File: config.mk
export PLATFORM = sky130hd
export DESIGN_NAME = warp_thread_scalarization_picker_unit
export DESIGN_NICKNAME = d
export VERILOG_FILES = /design/src/sv/wtsp_pkg.sv /design/src/sv/wtsp_pick.sv /design/src/sv/wtsp_core.sv /design/src/sv/warp_thread_scalarization_picker_unit.sv
export VERILOG_INCLUDE_DIRS = /design/src /design/src/sv
export SDC_FILE = /design/constraint.sdc
export NUM_CORES = 2
export LEC_CHECK = 0
export ABC_CLOCK_PERIOD_IN_PS = 56700
export BUFFER_PORTS_ARGS = -buffer_cell sky130_fd_sc_hd__buf_4
export CAP_MARGIN = 20
export CORE_MARGIN = 8
export CORE_UTILIZATION = 25
export CTS_CLUSTER_DIAMETER = 50
export DETAILED_ROUTE_END_ITERATION = 10
export PLACE_DENSITY = 0.45
export SETUP_SLACK_MARGIN = 0.15
export SLEW_MARGIN = 20
export SYNTH_ARGS = -nofsm -noshare
export SYNTH_HDL_FRONTEND = slang
export SYNTH_SLANG_ARGS = --single-unit
File: constraint.sdc
create_clock -name i_clk -period 56.7 [get_ports i_clk]
set_input_delay 5.67 -clock i_clk [delete_from_list [all_inputs] [get_ports i_clk]]
set_output_delay 5.67 -clock i_clk [all_outputs]
set_load 0.02 [all_outputs]
File: src/sv/assert_macros.svh
// assertion macros shared by the warp scalarization picker modules
// expects i_clk and i_rst_n in the scope of every use
`ifndef ASSERT_MACROS_SVH
`define ASSERT_MACROS_SVH
`ifndef ASSERT_OFF
// check on every edge outside reset
`define ASSERT_CHK(lbl, prop, msg) \
    lbl: assert property (@(posedge i_clk) disable iff (!i_rst_n) prop) else $error(msg);
// check on every edge, reset included
`define ASSERT_ALWAYS(lbl, prop, msg) \
    lbl: assert property (@(posedge i_clk) prop) else $error(msg);
`else
`define ASSERT_CHK(lbl, prop, msg)
`define ASSERT_ALWAYS(lbl, prop, msg)
`endif
`endif

File: src/sv/wtsp_pkg.sv
// types and constants of the warp thread scalarization picker
// no dependencies
package wtsp_pkg;

    localparam int CNT_W      = 4;
    localparam int TID_W      = 5;
    localparam int WARP_W     = 6;
    localparam int PC_W       = 32;
    localparam int MASK_W     = 32;
    localparam int MODE_W     = 3;
    localparam int PLACED_W   = 3;
    localparam int CFG_IDX_W  = 2;
    localparam int CFG_DATA_W = 6;

    // request modes
    localparam logic [MODE_W-1:0] MODE_COUNT     = 3'd0;
    localparam logic [MODE_W-1:0] MODE_SCALARIZE = 3'd1;
    localparam logic [MODE_W-1:0] MODE_ELECT     = 3'd2;
    localparam logic [MODE_W-1:0] MODE_RELEASE   = 3'd3;
    localparam logic [MODE_W-1:0] MODE_CLEAR     = 3'd4;

    // configuration register indexes
    localparam logic [CFG_IDX_W-1:0] CFG_WARP_NUMBER = 2'd0;
    localparam logic [CFG_IDX_W-1:0] CFG_SAT_LIMIT   = 2'd1;

    localparam logic [CNT_W-1:0]  SAT_LIMIT_RESET = 4'd4;
    localparam logic [PC_W-1:0]   NOT_DIVERGENT   = '1;

    typedef struct packed {
        logic [MODE_W-1:0] mode;
        logic [MASK_W-1:0] lane_mask;
        logic [PC_W-1:0]   current_pc;
        logic [PC_W-1:0]   reconverge_pc;
        logic [TID_W-1:0]  clear_thread;
    } t_in;

    typedef struct packed {
        logic [PLACED_W-1:0] scalarized_count;
        logic                elected_valid;
        logic [TID_W-1:0]    elected_thread;
        logic [WARP_W-1:0]   elected_warp;
        logic [PC_W-1:0]     elected_start_pc;
        logic [PC_W-1:0]     elected_reconverge_pc;
        logic                divergent;
        logic [MASK_W-1:0]   scalar_threads;
    } t_out;

endpackage

File: src/sv/wtsp_pick.sv
// candidate gather and slot assignment for a scalarize request
// depends on wtsp_pkg
module wtsp_pick #(
    parameter int THREADS = 32,
    parameter int SLOTS   = 4
) (
    input  logic [THREADS-1:0][wtsp_pkg::CNT_W-1:0] i_counters,
    input  logic [THREADS-1:0]                      i_scalar,
    input  logic [wtsp_pkg::CNT_W-1:0]              i_limit,
    input  logic [SLOTS-1:0]                        i_filled,
    output logic [SLOTS-1:0]                        o_fill,
    output logic [SLOTS-1:0][wtsp_pkg::TID_W-1:0]   o_fill_tid,
    output logic [THREADS-1:0]                      o_take,
    output logic [$clog2(SLOTS+1)-1:0]              o_placed
);
    import wtsp_pkg::*;

    localparam int RW = $clog2(SLOTS + 1);

    logic [THREADS-1:0]         w_cand;
    logic [THREADS-1:0][RW-1:0] w_rank;
    logic [SLOTS-1:0][RW-1:0]   w_frank;
    logic [SLOTS-1:0][RW-1:0]   w_tgt;
    logic [RW-1:0]              w_ncand;
    logic [RW-1:0]              w_nfree;

    // candidates and their ascending rank, saturating at the slot count
    always_comb begin
        w_ncand = '0;
        for (int t = 0; t < THREADS; t++) begin
            w_cand[t] = (i_counters[t] >= i_limit) && !i_scalar[t];
            w_rank[t] = w_ncand;
            if (w_cand[t] && (w_ncand != RW'(SLOTS))) begin
                w_ncand = w_ncand + RW'(1);
            end
        end
    end

    // rank of each free slot, lowest first
    always_comb begin
        w_nfree = '0;
        for (int s = 0; s < SLOTS; s++) begin
            w_frank[s] = w_nfree;
            if (!i_filled[s]) begin
                w_nfree = w_nfree + RW'(1);
            end
        end
    end

    assign o_placed = (w_ncand < w_nfree) ? w_ncand : w_nfree;

    // lowest free slot takes the highest gathered candidate
    always_comb begin
        o_take     = '0;
        o_fill_tid = '0;
        for (int s = 0; s < SLOTS; s++) begin
            o_fill[s] = !i_filled[s] && (w_frank[s] < w_ncand);
            w_tgt[s]  = w_ncand - RW'(1) - w_frank[s];
            for (int t = 0; t < THREADS; t++) begin
                if (o_fill[s] && w_cand[t] && (w_rank[t] == w_tgt[s])) begin
                    o_take[t]     = 1'b1;
                    o_fill_tid[s] = TID_W'(t);
                end
            end
        end
    end

endmodule

File: src/sv/wtsp_core.sv
// per-warp divergence state: thread counters, scalar mask, slots, election
// depends on wtsp_pkg, wtsp_pick and assert_macros.svh
`include "assert_macros.svh"
module wtsp_core #(
    parameter int THREADS = 32,
    parameter int SLOTS   = 4
) (
    input  logic                         i_clk,
    input  logic                         i_rst_n,
    input  logic                         i_fire,
    input  wtsp_pkg::t_in                i_item,
    input  logic [wtsp_pkg::WARP_W-1:0]  i_warp,
    input  logic [wtsp_pkg::CNT_W-1:0]   i_limit,
    output wtsp_pkg::t_out               o_result
);
    import wtsp_pkg::*;

    localparam int RW        = $clog2(SLOTS + 1);
    localparam int PW        = (SLOTS > 1) ? $clog2(SLOTS) : 1;
    localparam int LOW_THR   = (THREADS < MASK_W) ? THREADS : MASK_W;

    // control state
    logic [THREADS-1:0][CNT_W-1:0] r_cnt,    n_cnt;
    logic [THREADS-1:0]            r_scalar, n_scalar;
    logic [SLOTS-1:0]              r_filled, n_filled;
    logic [PW-1:0]                 r_ptr,    n_ptr;
    logic                          r_held,   n_held;
    // payload state
    logic [SLOTS-1:0][TID_W-1:0]   r_slot_tid, n_slot_tid;
    logic [SLOTS-1:0][PC_W-1:0]    r_slot_pc,  n_slot_pc;
    logic [SLOTS-1:0][PC_W-1:0]    r_slot_rpc, n_slot_rpc;
    logic [TID_W-1:0]              r_held_tid,  n_held_tid;
    logic [WARP_W-1:0]             r_held_warp, n_held_warp;
    logic [PC_W-1:0]               r_held_pc,   n_held_pc;
    logic [PC_W-1:0]               r_held_rpc,  n_held_rpc;

    logic                          w_div;
    logic [SLOTS-1:0]              w_fill;
    logic [SLOTS-1:0][TID_W-1:0]   w_fill_tid;
    logic [THREADS-1:0]            w_take;
    logic [RW-1:0]                 w_placed;
    logic [RW-1:0]                 w_placed_out;

    logic                          w_scal_fire;
    logic                          w_elect_fire;
    int                            w_scalar_gain;
    int                            w_fill_gain;

    assign w_div = (i_item.reconverge_pc != NOT_DIVERGENT);

    wtsp_pick #(
        .THREADS (THREADS),
        .SLOTS   (SLOTS)
    ) u_pick (
        .i_counters (r_cnt),
        .i_scalar   (r_scalar),
        .i_limit    (i_limit),
        .i_filled   (r_filled),
        .o_fill     (w_fill),
        .o_fill_tid (w_fill_tid),
        .o_take     (w_take),
        .o_placed   (w_placed)
    );

    // next state for the request in flight
    always_comb begin
        n_cnt        = r_cnt;
        n_scalar     = r_scalar;
        n_filled     = r_filled;
        n_ptr        = r_ptr;
        n_held       = r_held;
        n_slot_tid   = r_slot_tid;
        n_slot_pc    = r_slot_pc;
        n_slot_rpc   = r_slot_rpc;
        n_held_tid   = r_held_tid;
        n_held_warp  = r_held_warp;
        n_held_pc    = r_held_pc;
        n_held_rpc   = r_held_rpc;
        w_placed_out = '0;
        if (i_fire) begin
            case (i_item.mode)
                MODE_COUNT: begin
                    if (w_div) begin
                        for (int t = 0; t < LOW_THR; t++) begin
                            if (i_item.lane_mask[t] && (r_cnt[t] < i_limit)) begin
                                n_cnt[t] = r_cnt[t] + CNT_W'(1);
                            end
                        end
                    end
                end
                MODE_SCALARIZE: begin
                    if (w_div) begin
                        w_placed_out = w_placed;
                        for (int s = 0; s < SLOTS; s++) begin
                            if (w_fill[s]) begin
                                n_filled[s]   = 1'b1;
                                n_slot_tid[s] = w_fill_tid[s];
                                n_slot_pc[s]  = i_item.current_pc;
                                n_slot_rpc[s] = i_item.reconverge_pc;
                            end
                        end
                        for (int t = 0; t < THREADS; t++) begin
                            if (w_take[t]) begin
                                n_cnt[t]    = '0;
                                n_scalar[t] = 1'b1;
                            end
                        end
                    end
                end
                MODE_ELECT: begin
                    if (!r_held) begin
                        if (r_filled[r_ptr]) begin
                            n_held          = 1'b1;
                            n_held_tid      = r_slot_tid[r_ptr];
                            n_held_warp     = i_warp;
                            n_held_pc       = r_slot_pc[r_ptr];
                            n_held_rpc      = r_slot_rpc[r_ptr];
                            n_filled[r_ptr] = 1'b0;
                        end
                        n_ptr = (r_ptr == PW'(SLOTS - 1)) ? '0 : r_ptr + PW'(1);
                    end
                end
                MODE_RELEASE: begin
                    n_held = 1'b0;
                end
                MODE_CLEAR: begin
                    n_cnt = '0;
                    for (int t = 0; t < THREADS; t++) begin
                        if (t == int'(i_item.clear_thread)) begin
                            n_scalar[t] = 1'b0;
                        end
                    end
                    for (int s = 0; s < SLOTS; s++) begin
                        if (r_filled[s] && (r_slot_tid[s] == i_item.clear_thread)) begin
                            n_filled[s]   = 1'b0;
                            n_slot_tid[s] = '0;
                            n_slot_pc[s]  = '0;
                            n_slot_rpc[s] = '0;
                        end
                    end
                end
                default: begin
                end
            endcase
        end
    end

    // result from the state after this request
    always_comb begin
        o_result                       = '0;
        o_result.scalarized_count      = PLACED_W'(w_placed_out);
        o_result.elected_valid         = n_held;
        o_result.elected_thread        = n_held ? n_held_tid  : '0;
        o_result.elected_warp          = n_held ? n_held_warp : '0;
        o_result.elected_start_pc      = n_held ? n_held_pc   : '0;
        o_result.elected_reconverge_pc = n_held ? n_held_rpc  : '0;
        o_result.divergent             = w_div;
        for (int t = 0; t < LOW_THR; t++) begin
            o_result.scalar_threads[t] = n_scalar[t];
        end
    end

    // control state
    always_ff @(posedge i_clk) begin
        if (!i_rst_n) begin
            r_cnt    <= '0;
            r_scalar <= '0;
            r_filled <= '0;
            r_ptr    <= '0;
            r_held   <= 1'b0;
        end else begin
            r_cnt    <= n_cnt;
            r_scalar <= n_scalar;
            r_filled <= n_filled;
            r_ptr    <= n_ptr;
            r_held   <= n_held;
        end
    end

    // slot and held entry payload
    always_ff @(posedge i_clk) begin
        r_slot_tid  <= n_slot_tid;
        r_slot_pc   <= n_slot_pc;
        r_slot_rpc  <= n_slot_rpc;
        r_held_tid  <= n_held_tid;
        r_held_warp <= n_held_warp;
        r_held_pc   <= n_held_pc;
        r_held_rpc  <= n_held_rpc;
    end

    // terms for the checks below
    assign w_scal_fire   = i_fire && (i_item.mode == MODE_SCALARIZE);
    assign w_elect_fire  = i_fire && (i_item.mode == MODE_ELECT);
    assign w_scalar_gain = $countones(n_scalar) - $countones(r_scalar);
    assign w_fill_gain   = $countones(n_filled) - $countones(r_filled);

    `ASSERT_CHK(a_ptr_range, r_ptr <= PW'(SLOTS - 1), "slot pointer beyond last slot")
    `ASSERT_CHK(a_held_by_elect, $rose(r_held) |-> $past(w_elect_fire), "held without elect")
    `ASSERT_CHK(a_scalar_growth, w_scal_fire |-> (w_scalar_gain == int'(w_placed_out)), "scalar gain")
    `ASSERT_CHK(a_fill_growth, w_scal_fire |-> (w_fill_gain == int'(w_placed_out)), "slot fill gain")

endmodule

File: src/sv/warp_thread_scalarization_picker_unit.sv
// top level of the warp thread scalarization picker
// depends on wtsp_pkg, wtsp_core and assert_macros.svh
//
// Usage:
// - request channel (i_in_valid / o_in_ready / i_in) carries one warp event:
//   count, scalarize, elect, release or clear
// - result channel (o_out_valid / i_out_ready / o_out) returns one result per
//   request: placed count, held election, divergence and the scalar mask
// - configuration channel (i_cfg_valid / o_cfg_ready / i_cfg_index /
//   i_cfg_data) sets warp number and saturation limit, always ready; the user
//   must write it only while no request is outstanding; the block does not check
// - an accepted request sits in the input register, where its state update and
//   result are computed; they are loaded into the result register once that
//   register is free or being taken, and o_out_valid rises with that load
// - throughput: one request per cycle while results are taken; the single pass
//   of the core between input register and result register sets this
// - a stalled receiver holds the result register; one more request waits in
//   the input register, then o_in_ready drops
// - reset clears counters, scalar mask, slots, the slot pointer and the held
//   election; the saturation limit returns to 4 and the warp number to 0
`include "assert_macros.svh"
module warp_thread_scalarization_picker_unit #(
    parameter int THREADS = 32,
    parameter int SLOTS   = 4
) (
    input  logic                             i_clk,
    input  logic                             i_rst_n,
    input  logic                             i_in_valid,
    output logic                             o_in_ready,
    input  wtsp_pkg::t_in                    i_in,
    output logic                             o_out_valid,
    input  logic                             i_out_ready,
    output wtsp_pkg::t_out                   o_out,
    input  logic                             i_cfg_valid,
    output logic                             o_cfg_ready,
    input  logic [wtsp_pkg::CFG_IDX_W-1:0]   i_cfg_index,
    input  logic [wtsp_pkg::CFG_DATA_W-1:0]  i_cfg_data
);
    import wtsp_pkg::*;

    logic              r_in_valid;
    t_in               r_in;
    logic              r_out_valid;
    t_out              r_out;
    logic [WARP_W-1:0] r_warp;
    logic [CNT_W-1:0]  r_limit;

    logic              w_in_acc;
    logic              w_adv;
    t_out              w_result;

    // handshake: the input register moves on when the result register is free
    assign w_adv       = r_in_valid && (!r_out_valid || i_out_ready);
    assign o_in_ready  = !r_in_valid || w_adv;
    assign w_in_acc    = i_in_valid && o_in_ready;
    assign o_cfg_ready = 1'b1;
    assign o_out_valid = r_out_valid;
    assign o_out       = r_out;

    wtsp_core #(
        .THREADS (THREADS),
        .SLOTS   (SLOTS)
    ) u_core (
        .i_clk    (i_clk),
        .i_rst_n  (i_rst_n),
        .i_fire   (w_adv),
        .i_item   (r_in),
        .i_warp   (r_warp),
        .i_limit  (r_limit),
        .o_result (w_result)
    );

    // valid flags and configuration registers
    always_ff @(posedge i_clk) begin
        if (!i_rst_n) begin
            r_in_valid  <= 1'b0;
            r_out_valid <= 1'b0;
            r_warp      <= '0;
            r_limit     <= SAT_LIMIT_RESET;
        end else begin
            if (w_in_acc) begin
                r_in_valid <= 1'b1;
            end else if (w_adv) begin
                r_in_valid <= 1'b0;
            end
            if (w_adv) begin
                r_out_valid <= 1'b1;
            end else if (i_out_ready) begin
                r_out_valid <= 1'b0;
            end
            if (i_cfg_valid) begin
                case (i_cfg_index)
                    CFG_WARP_NUMBER: r_warp  <= i_cfg_data[WARP_W-1:0];
                    CFG_SAT_LIMIT:   r_limit <= i_cfg_data[CNT_W-1:0];
                    default: begin
                    end
                endcase
            end
        end
    end

    // request and result payload registers
    always_ff @(posedge i_clk) begin
        if (w_in_acc) begin
            r_in <= i_in;
        end
        if (w_adv) begin
            r_out <= w_result;
        end
    end

    `ASSERT_CHK(a_in_hold, !o_in_ready |=> (r_in_valid && $stable(r_in)), "waiting request changed")
    `ASSERT_CHK(a_ready_low, !o_in_ready |-> (r_in_valid && r_out_valid), "stall with free register")
    `ASSERT_CHK(a_out_drop, $fell(r_out_valid) |-> $past(i_out_ready), "result dropped untaken")

endmodule

After elaboration in Yosys (flattened, before gate mapping)

Cells that the tools add are included.
W data, S select, Z words.

Register bits: 746
Input port bits: 117
Output and inout bits: 115
Logic and storage cells: 1,444

Add/subtract/negate cells: 71
Magnitude comparators: 71
Equal/unequal tests: 273
Multiplexer cells: 496
Bitwise operators: 3
Reduce and logical (&&, ||, !) cells: 458

Operators by type and width:

| cell                  | number |
|---|---|
| $mux W32              | 24 |
| $mux W5               | 133 |
| $mux W128             | 4 |
| $pmux W128 S2         | 2 |
| $pmux W128 S3         | 1 |
| $logic_and A1 B1 Y1   | 362 |
| $eq A3 B3 Y1          | 120 |
| $mux W4               | 67 |
| $mux W1               | 215 |
| $reduce_and A6 Y1     | 32 |
| $add A4 B1 Y4 const B | 32 |
| $bmux W32 S2          | 2 |
| $ge A4 B4 Y1          | 32 |
| $lt A4 B4 Y1          | 32 |
| $mux W3               | 34 |
| $add A3 B1 Y3 const B | 33 |
| $ne A3 B3 Y1 const B  | 30 |
| $eq A5 B5 Y1 const A  | 16 |
| $ne A2 B1 Y1 const B  | 39 |
| $ne A2 B2 Y1 const B  | 37 |
| $pmux W32 S2          | 1 |
| $eq A4 B5 Y1 const A  | 8 |
| $pmux W20 S2          | 1 |
| $logic_not A1 Y1      | 38 |
| other kinds (41)      | 77 |

Depth between registers and ports, before layout

Depth in word-level cells: 134
Mapped depth: 164
Depth with buffers taken out: 150

Modules after synthesis

Synthesis repeated with hierarchy kept, for this count alone.

Cells, all modules: 4,465
Area total of the unflattened synthesis: 47,366.7 um2

Modules (own cells, without submodules):

| module                                | instances | cells each | area an instance (um2) | sequential area each (um2) |
|---|---|---|---|---|
| wtsp_core                             | 1         | 2,155      | 25,544.5               | 13,132.6 |
| wtsp_pick                             | 1         | 2,042      | 14,836.7               | 0.0 |
| warp_thread_scalarization_picker_unit | 1         | 268        | 6,985.4                | 6,726.5 |

Least setup slack after synthesis

Ideal clock, no wire load.

Path kind: register to register
Start: reg r_limit[1]
End: reg u_core.r_slot_pc[64] (netlist bit), enable pin
Library setup time: 0.497 ns
Data arrival time: 33.672 ns
Required time: 56.203 ns
Path slack: 22.532 ns
Cell stages (with the launch flop): 156
Path buffers: 12
Clock period less this slack: 34.168 ns
Cell sequence: dfxtp_1 -> inv_1 -> ha_1 -> nor2b_1 -> o21ai_0 -> nand2b_1 -> a21oi_1 -> a21oi_1 -> inv_1 -> ha_1 -> clkbuf_1 -> and2_1 -> a2111oi_1 -> o211ai_2 -> ha_1 -> or3_1 -> o21ai_2 -> ha_1 -> (+120 left out) -> a2111o_1 -> nand3_1 -> ha_1 -> nor2_1 -> nor2_1 -> o311a_1 -> or2_1 -> buf_2 -> buf_4 -> buf_2 -> inv_1 -> ha_1 -> nor2_1 -> a221oi_1 -> nor2_1 -> clkbuf_1 -> o22ai_1 -> nor2_1

Cells in the longest elaborated chain, start to end: 100
Elaborated cells on any way between the ends: 193
Those cells by class: add/sub: 31; order compare: 33; eq/ne: 32; mux: 32; reduce/logical: 65

Ends and longest elaborated chain:

| item                                                  | line                                        | source |
|---|---|---|
| from (decl)                                           | warp_thread_scalarization_picker_unit.sv:46 | `logic [CNT_W-1:0] r_limit;` |
| from (signal assigned)                                | warp_thread_scalarization_picker_unit.sv:94 | `CFG_SAT_LIMIT: r_limit <= i_cfg_data[CNT_W-1:0];` |
| branches (longest 95 deep; another with $ge A4 B4 Y1) | --                                          |  |
| $mux W3 *                                             | wtsp_pick.sv:33                             | `if (w_cand[t] && (w_ncand != RW'(SLOTS))) begin` |
| $lt A3 B3 Y1 *                                        | wtsp_pick.sv:57                             | `o_fill[s] = !i_filled[s] && (w_frank[s] < w_ncand);` |
| $logic_and A1 B1 Y1 *                                 | wtsp_pick.sv:57                             |  |
| $ne A2 B2 Y1 (no line) *                              | --                                          |  |
| $reduce_and A5 Y1 (no line) *                         | --                                          |  |
| to (signal assigned)                                  | wtsp_core.sv:183                            | `r_slot_pc <= n_slot_pc;` |
| to (decl)                                             | wtsp_core.sv:30                             | `logic [SLOTS-1:0][PC_W-1:0] r_slot_pc, n_slot_pc;` |

Mark *: on every way between the ends.
A chain may end at the register's enable or synchronous reset.

Worst setup path after layout

Start: reg r_limit[1]
End: reg u_core.r_slot_tid[15] (netlist bit) (data pin)

Cells in the longest elaborated chain, start to end: 134
Elaborated cells on any way between the ends: 320
Those cells by class: add/sub: 33; order compare: 33; eq/ne: 62; mux: 66; reduce/logical: 126

Ends and longest elaborated chain:

| item                                                   | line             | source |
|---|---|---|
| branches (longest 130 deep; another with $ge A4 B4 Y1) | --               |  |
| $mux W5 *                                              | wtsp_pick.sv:60  | `if (o_fill[s] && w_cand[t] && (w_rank[t] == w_tgt[s])) begin` |
| $mux W5 *                                              | wtsp_core.sv:95  | `if (w_fill[s]) begin` |
| $mux W20 *                                             | wtsp_core.sv:92  | `if (w_div) begin` |
| $pmux W20 S2 *                                         | wtsp_core.sv:81  | `case (i_item.mode)` |
| to (signal assigned)                                   | wtsp_core.sv:182 | `r_slot_tid <= n_slot_tid;` |
| to (decl)                                              | wtsp_core.sv:29  | `logic [SLOTS-1:0][TID_W-1:0] r_slot_tid, n_slot_tid;` |

Mark *: on every way between the ends. The select of a mux whose other input is x is not followed.

==> results.yml <==
cells_and_area:
  regArea_um2: 19900
  multi_input_area_um2: 22200
  drive_gt1_frac: 0.184
  fill_cells: 17800
  final_nets: 4609
  area_growth_pct: 18.4
routing:
  post_drt_wl_per_cell_um: 22.0
  drc_errors: 0
  wl_um: 147000
  num_vias: 33000
  drtAntennaViolNets: 0
  via_per_inst: 4.94
  dr.pass1.iters: 6
  drt_iter0_drc: 2532
synthesis:
  synth-seq-area-share: 0.459
  synth-edff-count: 492
  yosysTopAreaCell: "edfxtp_1"
  synth_top_area_frac: 0.341
  synth_fp_nets: 4404
  async_flop_share: 0
  syn_inst: 4069
  ys_types: 133
  avgSynthCellArea_um2: 10.6
  synth_seq_cells: 746
  synth_area_leaders: "edfxtp_1 34%, dfxtp_1 12%, ha_1 6.2%"
  yosys_warnings: 0
  synth_area_um2: 43300
  synth_flop_cell: "edfxtp_1"
cts:
  cts_num_sinks: 746
  ctsHoldBuffers: 0
  clock_insertion_delay_worst_skew_ps: 750
  cts_buffers: 100
  clk_path_buf_depth: 3
  cts_tree: "yes"
  cts_root_buf: "clkbuf_16"
  cts_setup_buffers: 0
  clkTransAtPathRegs_ps: 60
  htree_levels: 3
  cts_resized: 0
placement:
  port_buffers: 230
  dpl.hpwl_um: 103000
  routabilityCongestion: 0.920
grt:
  gr-total-overflow: 0
  grt_pass1_wl_um: 218000
  grt_pass1_vias: 32800
  grt_antenna_before_repair: 7
  grt_max_degree: 69
  grt_usage: 0.152
floorplan:
  initial_core_util: 0.252
  core_um2: 172000
  die-width_um: 432
  num_rows: 152
  ios: 232
  die_area_um2: 187000
  fp.dieH_um: 432
setup_path:
  critPathMaxStageDelay_ps: 980
  path_max_fanout: 40
  reg2reg_depth: 147
  slowest_stage: "xnor3_2"
  cp.required_ps: 57180
  path_class: "reg2reg"
  r2r-start: "r_limit[1]"
  start_kind: "register"
  worstPathArrival_ps: 37940
  endpoint_kind: "register"
  crit_top_cell: "ha_1"
  worstSetupStartpoint: "r_limit[1]"
timing:
  rsz0062_at_grt: "false"
  worstMarginPinSlew_ps: 1110
  timing.final.crit_share: 0.661
  final.setup_skew_ps: 57.3
  setup_viol: 0
  period_minus_slack_ps: 37460
  finalHoldViolCount: 0
  slew_viol_final: 0
  slew_headroom: 0.257
  tns_ps: 0
  fmax_mhz: 26.7
pwr:
  p_total_mw: 3.59
  p_leak_nw: 18.3
  peakVddDrop_uv: 138
  power.density_nw_per_um2: 70.0
min_path:
  min_from: "u_core.r_held_warp[5]"
  hold_depth: 1
  hp-class: "reg2reg"
status:
  outcome: "finished clean"
job:
  maxCapViolCount: 0
cells by family (layout without fill, tap and decap cells):
| family | count (synthesis) | count (layout) | synth area share |
|---|---|---|---|
| buffers and inverters | 333 | 626 | 0.0314 |
| AOI/OAI and AO/OA | 783 | 783 | 0.121 |
| adders and majority gates | 218 | 218 | 0.0633 |
| and+or+nand+nor | 1404 | 1404 | 0.174 |
| DFF | 746 | 746 | 0.459 |
| muxes | 195 | 195 | 0.0690 |
| other | 1 | 3 | 0.0000866 |
| xor gates and xnor gates | 389 | 389 | 0.0822 |
layer usage:
metal | global-route usage | wire length [um]
met1 | 0.203 | 66400
met2 | 0.254 | 68900
met3 | 0.0225 | 7280
met4 | 0.0463 | 4200
met5 | 0 | 13
Yosys cell counts, types with 24 or more instances:
cell,count
mux4_2,70
buf_1,25
nand4_1,79
nand2b_1,50
mux2i_1,31
mux2_2,87
xnor2_1,298
xor2_1,79
a21oi_1,235
and3_1,25
a31oi_1,37
nand2_1,208
ha_1,216
and2_1,201
inv_1,109
nor2b_1,52
a21o_1,35
nor4_1,60
a211oi_1,26
nand3_1,155
o21ai_1,51
nor3_1,148
edfxtp_1,492
o21ai_0,151
dfxtp_1,254
nor2_1,264
clkbuf_1,136
a211o_1,29
or3_1,24
final cells by class:
class | instances | share of cell area
antenna | 2 | 0.0000976
tap | 2310 | 0.0564
inverter | 135 | 0.0102
clock inverter | 57 | 0.0162
timing repair buffer | 301 | 0.0441
clock buffer | 133 | 0.0522
sequential | 746 | 0.388
multi-input combinational | 2990 | 0.433
per-stage QoR:
step           cells  cell area [um2]  utilization  setup WS, ps  hold slack [ps]
2_1_floorplan   4069            43300            -         22530              435
3_3_place_gp    6482            47700        0.278         20610              450
3_5_place_dp    6482            47700        0.278         19510              454
4_1_cts         6672            51200        0.298         19420              469
5_1_grt         6673            51300        0.298         16480              478
6_report        6674            51300        0.298         19240              466
state kept, by name, summed over array words and instances (netlist names):
| name | flops |
|---|---|
| o_out_valid | 1 |
| u_core.r_slot_tid | 20 |
| u_core.r_held_pc | 32 |
| u_core.r_held | 1 |
| u_core.r_cnt | 128 |
| r_warp | 6 |
| u_core.r_scalar | 32 |
| u_core.r_slot_rpc | 128 |
| u_core.r_slot_pc | 128 |
| u_core.r_held_warp | 6 |
| u_core.r_filled | 4 |
| r_in | 104 |
| u_core.r_held_tid | 5 |
| u_core.r_held_rpc | 32 |
| u_core.r_ptr | 2 |
| o_out | 112 |
| r_in_valid | 1 |
| r_limit | 4 |
cell usage in the layout, fill, tap and decap left out, types with 20 or more instances in the layout:
| master | netlist | final |
|---|---|---|
| edfxtp_1 | 492 | 492 |
| buf_4 | 13 | 301 |
| xnor2_1 | 298 | 296 |
| nor2_1 | 264 | 258 |
| dfxtp_1 | 254 | 251 |
| a21oi_1 | 235 | 235 |
| ha_1 | 216 | 213 |
| nand2_1 | 208 | 205 |
| and2_1 | 201 | 200 |
| nand3_1 | 155 | 155 |
| o21ai_0 | 151 | 151 |
| nor3_1 | 148 | 148 |
| inv_1 | 109 | 107 |
| clkbuf_16 | 0 | 100 |
| mux2_2 | 87 | 87 |
| nand4_1 | 79 | 79 |
| xor2_1 | 79 | 79 |
| mux4_2 | 70 | 70 |
| nor4_1 | 60 | 58 |
| nor2b_1 | 52 | 52 |
| o21ai_1 | 51 | 51 |
| nand2b_1 | 50 | 50 |
| a31oi_1 | 37 | 37 |
| a21o_1 | 35 | 35 |
| mux2i_1 | 31 | 31 |
| a211o_1 | 29 | 29 |
| clkbuf_1 | 136 | 28 |
| a211oi_1 | 26 | 26 |
| and3_1 | 25 | 25 |
| or3_1 | 24 | 23 |
| inv_2 | 22 | 22 |
| or2_2 | 20 | 20 |
| o211ai_1 | 20 | 20 |
power breakdown:
part           total (mW)  internal, mW  switching, mW
sequential          0.619         0.609         0.0102
combinational        2.31         0.864           1.45
clock               0.656         0.398          0.259
path summary, 6_finish.rpt:
path / endpoint / slack, ps
max: u_core.r_slot_tid[15] / 19240
min: u_core.r_held_warp[5] / 470
max reg2reg: u_core.r_slot_tid[15] / 19240
min reg2reg: u_core.r_held_warp[5] / 470
critical path, delay by kind of cell (launching register included):
family                   cells  cell delay (ps)
AO/OA/AOI/OAI               42            12010
adder cells (fa/ha/maj)     31             9840
AND/OR/NAND/NOR             44             8110
buffers and inverters       23             3720
XOR/XNOR                     5             2490
multiplexers                 2              650
flip-flops                   1              340
(Power assumes the default switching activity.)
